<file path="src/sv/mlqd_pkg.sv">
`timescale 1ns / 1ps
// ----------------------------------------------------------------------------
// mlqd_pkg
// Shared types, widths and constants of the multilevel queue dispatcher.
// ----------------------------------------------------------------------------
package mlqd_pkg;

	// Fixed field widths
	localparam int PRIO_W  = 4;
	localparam int PID_W   = 8;
	localparam int PC_W    = 32;
	localparam int QUANT_W = 8;

	// Parameter defaults
	localparam int LEVELS_DEF      = 15;
	localparam int QUEUE_DEPTH_DEF = 32;
	localparam int PID_BITS_DEF    = 8;

	// Stream widths: 45 and 50 payload bits padded to whole bytes
	localparam int IN_TDATA_W  = 48;
	localparam int OUT_TDATA_W = 56;

	// Command queue between front and back
	localparam int CMD_FIFO_DEPTH = 2;

	localparam logic [QUANT_W-1:0] IDLE_QUANTUM_RST = 8'd2;

	// Item kinds carried on tuser
	localparam logic FUNC_NEW_JOB = 1'b0;
	localparam logic FUNC_TIMER   = 1'b1;

	// Classified item handed from front to back
	typedef struct packed {
		logic              timer;
		logic [PRIO_W-1:0] level;
		logic [PID_W-1:0]  pid;
		logic              halted;
		logic [PC_W-1:0]   pc;
	} cmd_t;

	// Result item
	typedef struct packed {
		logic [PID_W-1:0]   run_pid;
		logic               run_is_idle;
		logic [PC_W-1:0]    run_pc;
		logic [QUANT_W-1:0] quantum;
		logic               queue_full;
	} res_t;

	// Slice length of a level: level squared
	function automatic logic [QUANT_W-1:0] level_square(input logic [PRIO_W-1:0] lvl);
		logic [2*PRIO_W-1:0] sq;
		sq = lvl * lvl;
		return QUANT_W'(sq);
	endfunction

endpackage

</file>
<file path="src/sv/mlqd_front.sv">
`timescale 1ns / 1ps
// ----------------------------------------------------------------------------
// mlqd_front
// Accepts input items, classifies them and queues them for the back end.
// ----------------------------------------------------------------------------
module mlqd_front import mlqd_pkg::*; #(
	parameter int LEVELS = LEVELS_DEF
) (
	input  logic                  clk,
	input  logic                  arst_n,
	input  logic                  s_axis_tvalid,
	output logic                  s_axis_tready,
	input  logic [IN_TDATA_W-1:0] s_axis_tdata,
	input  logic                  s_axis_tuser,
	output cmd_t                  cmd,
	output logic                  cmd_valid,
	input  logic                  cmd_ready
);

	localparam int PTR_W = $clog2(CMD_FIFO_DEPTH);
	localparam int CNT_W = $clog2(CMD_FIFO_DEPTH + 1);

	cmd_t             fifo_q [CMD_FIFO_DEPTH];
	logic [PTR_W-1:0] wr_ptr_q;
	logic [PTR_W-1:0] rd_ptr_q;
	logic [CNT_W-1:0] cnt_q;
	cmd_t             in_cmd;
	logic [PRIO_W-1:0] prio;
	logic             push;
	logic             pop;

	// Classify: decode kind, saturate priority to the top level
	always_comb begin
		prio          = s_axis_tdata[11:8];
		in_cmd.timer  = (s_axis_tuser == FUNC_TIMER);
		in_cmd.level  = ({1'b0, prio} >= (PRIO_W + 1)'(LEVELS)) ? PRIO_W'(LEVELS - 1) : prio;
		in_cmd.pid    = s_axis_tdata[7:0];
		in_cmd.halted = s_axis_tdata[12];
		in_cmd.pc     = s_axis_tdata[44:13];
	end

	assign s_axis_tready = (cnt_q != CNT_W'(CMD_FIFO_DEPTH));
	assign push          = s_axis_tvalid && s_axis_tready;
	assign cmd_valid     = (cnt_q != '0);
	assign pop           = cmd_valid && cmd_ready;
	assign cmd           = fifo_q[rd_ptr_q];

	// Store classified items
	always_ff @(posedge clk) begin
		if (push) begin
			fifo_q[wr_ptr_q] <= in_cmd;
		end
	end

	// Advance pointers and fill count
	always_ff @(posedge clk or negedge arst_n) begin
		if (!arst_n) begin
			wr_ptr_q <= '0;
			rd_ptr_q <= '0;
			cnt_q    <= '0;
		end else begin
			if (push) begin
				wr_ptr_q <= (wr_ptr_q == PTR_W'(CMD_FIFO_DEPTH - 1)) ? '0 : wr_ptr_q + 1'b1;
			end
			if (pop) begin
				rd_ptr_q <= (rd_ptr_q == PTR_W'(CMD_FIFO_DEPTH - 1)) ? '0 : rd_ptr_q + 1'b1;
			end
			case ({push, pop})
				2'b10:   cnt_q <= cnt_q + 1'b1;
				2'b01:   cnt_q <= cnt_q - 1'b1;
				default: cnt_q <= cnt_q;
			endcase
		end
	end

endmodule

</file>
<file path="config.mk">
export PLATFORM = sky130hd
export DESIGN_NAME = mlqd_front
export DESIGN_NICKNAME = d
export VERILOG_FILES = /design/src/sv/mlqd_pkg.sv /design/src/sv/mlqd_front.sv
export SDC_FILE = /design/constraint.sdc
export NUM_CORES = 1
export LEC_CHECK = 0
export ABC_AREA = 0
export BUFFER_PORTS_ARGS = -buffer_cell sky130_fd_sc_hd__buf_2
export CORE_ASPECT_RATIO = 0.6
export CORE_MARGIN = 2
export CORE_UTILIZATION = 50
export CTS_CLUSTER_SIZE = 24
export DETAILED_ROUTE_END_ITERATION = 10
export GPL_ROUTABILITY_DRIVEN = 1
export HOLD_SLACK_MARGIN = 0.03
export PLACE_DENSITY = 0.78
export SYNTH_ARGS = -nofsm -noshare
export SYNTH_HDL_FRONTEND = slang
export SYNTH_SLANG_ARGS = --single-unit
export TNS_END_PERCENT = 100
</file>
<file path="constraint.sdc">
create_clock -name clk -period 8.4 [get_ports clk]
set_clock_uncertainty 0.05 [all_clocks]
set_input_delay 1.68 -clock clk [delete_from_list [all_inputs] [get_ports clk]]
set_output_delay 1.68 -clock clk [all_outputs]
set_load 0.005 [all_outputs]
</file>
==> out/metrics.cfg <==
[run_status]
status = finished clean

[detailed_routing]
vias_per_cell = 4.95
vias = 1796
drt_iter0_markers = 87
wl_per_cell_um = 16.1
antenna_left = 0
drt_first_pass_iters = 4
route.detailed.drc = 0
wl_um = 5860

[setup_path]
end_kind = primary output
crit_type = register to primary output
r2r_slack_ns = 6.34
worst_r2r_startpoint = cnt_q[0]
required_ns = 6.67
r2r-end = fifo_q[0][22]
startpoint_type = register
worstPathArrival_ns = 2.06
reg2reg_depth = 4
critPathMaxFanout = 36

[clock_network]
clockRootBuffer = clkbuf_16
cts_sinks = 96
clockBufferDepth = 2
clk_latency_ns = 0.33
cts_setup_buffers = 0
htreeDepth = 3
cts_resized = 0
cts_buffers = 9
cts_tree = built
hold_buffers = 0
clkTransAtPathRegs_ns = 0.06

[placement]
place_congestion = 0.681
place_hpwl_um = 3840
io_buffer_count = 97

[timing]
setup_viol = 0
maxSlewViolCount = 0
max_freq_mhz = 264
fin_crit_ns = 3.79
finalHoldViolations = 0
max_slew_margin_pct = 26.4
tns_ns = 0
worst_slew_pin_slew_ns = 1.10
rsz0062_at_grt = false
fin_crit_sh_pct = 45.2

[yosys]
ys_warn_count = 0
synthTopCellsByArea = edfxtp_1 (75%), mux2_4 (12%), mux2_2 (4.9%), dfrtp_1 (2.7%), buf_6 (1.2%)
syn_area_um2 = 3660
ys_seq_area_share_pct = 78.2
ys_ff_latch = 96
yosysTopAreaCell = edfxtp_1
async_flop_share_pct = 4.17
synth.avg_cell_area_um2 = 22.2
yosysTopAreaCellShare_pct = 75.5
synth.most_common_cell = edfxtp_1
synth_cell_types = 18
synth_edf_count = 92
synth_nets = 219
synthTopCellsByCount = edfxtp_1 (92), mux2_4 (30), mux2_2 (16), buf_6 (4), dfrtp_1 (4)
synth_ff_type = edfxtp_1
netlist_instances = 165

[global_route]
grt_pass1_vias = 1877
grt_pass1_wl_um = 9030
grt.overflow.total = 0
grt_use_total_pct = 15.6
grt_max_degree = 47
antenna_found_initial = 0

[final_layout]
area_growth_pct = 23.5
n_antenna_cell = 0
drive_gt1_share_pct = 60.3
final_net_count = 321

[floorplan]
fp-row-count = 24
core-area_um2 = 7180
io_pins = 101
die_area_um2 = 8040
start_util_pct = 51.0
fp.dieW_um = 114
die_h_um = 70.3

[worst_hold_path]
whs_endpoint = cnt_q[1]
hp-class = register to register
hold_depth = 1
worstHoldStart = cnt_q[1]

[power]
power_mw = 1.54
p_per_area_nw_per_um2 = 340
p_leak_nw = 1.79
ir_worst_vdd_mv = 0.210

[flow_run]
cap_violations = 0

==> where the power goes <==
| part | total, mW | switching [mW] | internal (mW) |
|---|---|---|---|
| Clock | 0.392 | 0.162 | 0.230 |
| Combinational | 0.442 | 0.199 | 0.243 |
| Sequential | 0.704 | 0.0455 | 0.658 |
| Total | 1.54 | 0.406 | 1.13 |
==> worst max path at each step <==
stage,startpoint,end,slack [ns],cells past startpoint
final,rd_ptr_q,cmd[27],4.61,3
after global routing,rd_ptr_q,cmd[7],4.50,3
after CTS,rd_ptr_q,cmd[27],4.55,3
after detailed placement,rd_ptr_q,cmd[27],4.92,3
after global placement,rd_ptr_q,cmd[12],4.92,3
after floorplan,s_axis_tvalid,fifo_q[0][0],4.19,2
==> registers in the layout (all words and copies together) (netlist names) <==
register / cells
fifo_q: 92
cnt_q: 2
rd_ptr_q: 1
wr_ptr_q: 1
==> layer usage <==
layer  vias up  global-route usage, %  part of all wire [%]  routed length (um)
li1        843                      -                     -                   -
met1       866                   18.6                    44                2550
met2        77                   23.9                    44                2590
met3        10                   7.99                    11                 622
met4         0                   6.91                   1.7                  99
met5         -                      0                     0                   0
==> through the flow <==
step	hold WS (ns)	worst slack [ns]	instance area, um^2	instances	utilization [%]
global route	0.469	4.50	4520	363	63.0
detailed placement	0.426	4.92	4220	347	58.8
global placement	0.424	4.92	4220	347	58.8
floorplan	0.406	4.19	3660	165	-
finish	0.437	4.61	4520	363	63.0
CTS	0.438	4.55	4520	363	63.0
==> final cells by class <==
class | count | area, um^2
flip-flops and latches | 96 | 2860
fillers | 517 | 2660
multi-input cells | 60 | 741
repair buffers | 99 | 500
clock buffers | 9 | 225
well taps | 91 | 114
clock inverters | 7 | 71.3
inverters | 1 | 3.75
==> critical path, stage by stage (launching register included) <==
cell     delay, ns
dfrtp_2       0.61
buf_4         0.57
mux2_2        0.42
buf_2         0.13
==> cell families (layout without fill, tap and decap cells) <==
kind of cell	after synthesis	in the layout	share of synthesized area (%)
flops	96	96	78.2
mux	46	46	17.2
buf+inv	9	116	1.78
simple gates	7	7	1.06
xor+xnor	5	5	1.20
fa+ha+maj	1	1	0.342
compound gates	1	1	0.171
==> cell usage in the layout (no fill, tap or decap), types with 2 or more instances in the layout <==
master and n:
buf_2 97, edfxtp_1 92, mux2_4 30, mux2_2 16
clkbuf_16 9, xnor2_1 3, dfrtp_1 3, xor2_1 2
clkinvlp_4 2, buf_4 2
(Power assumes the default switching activity.)
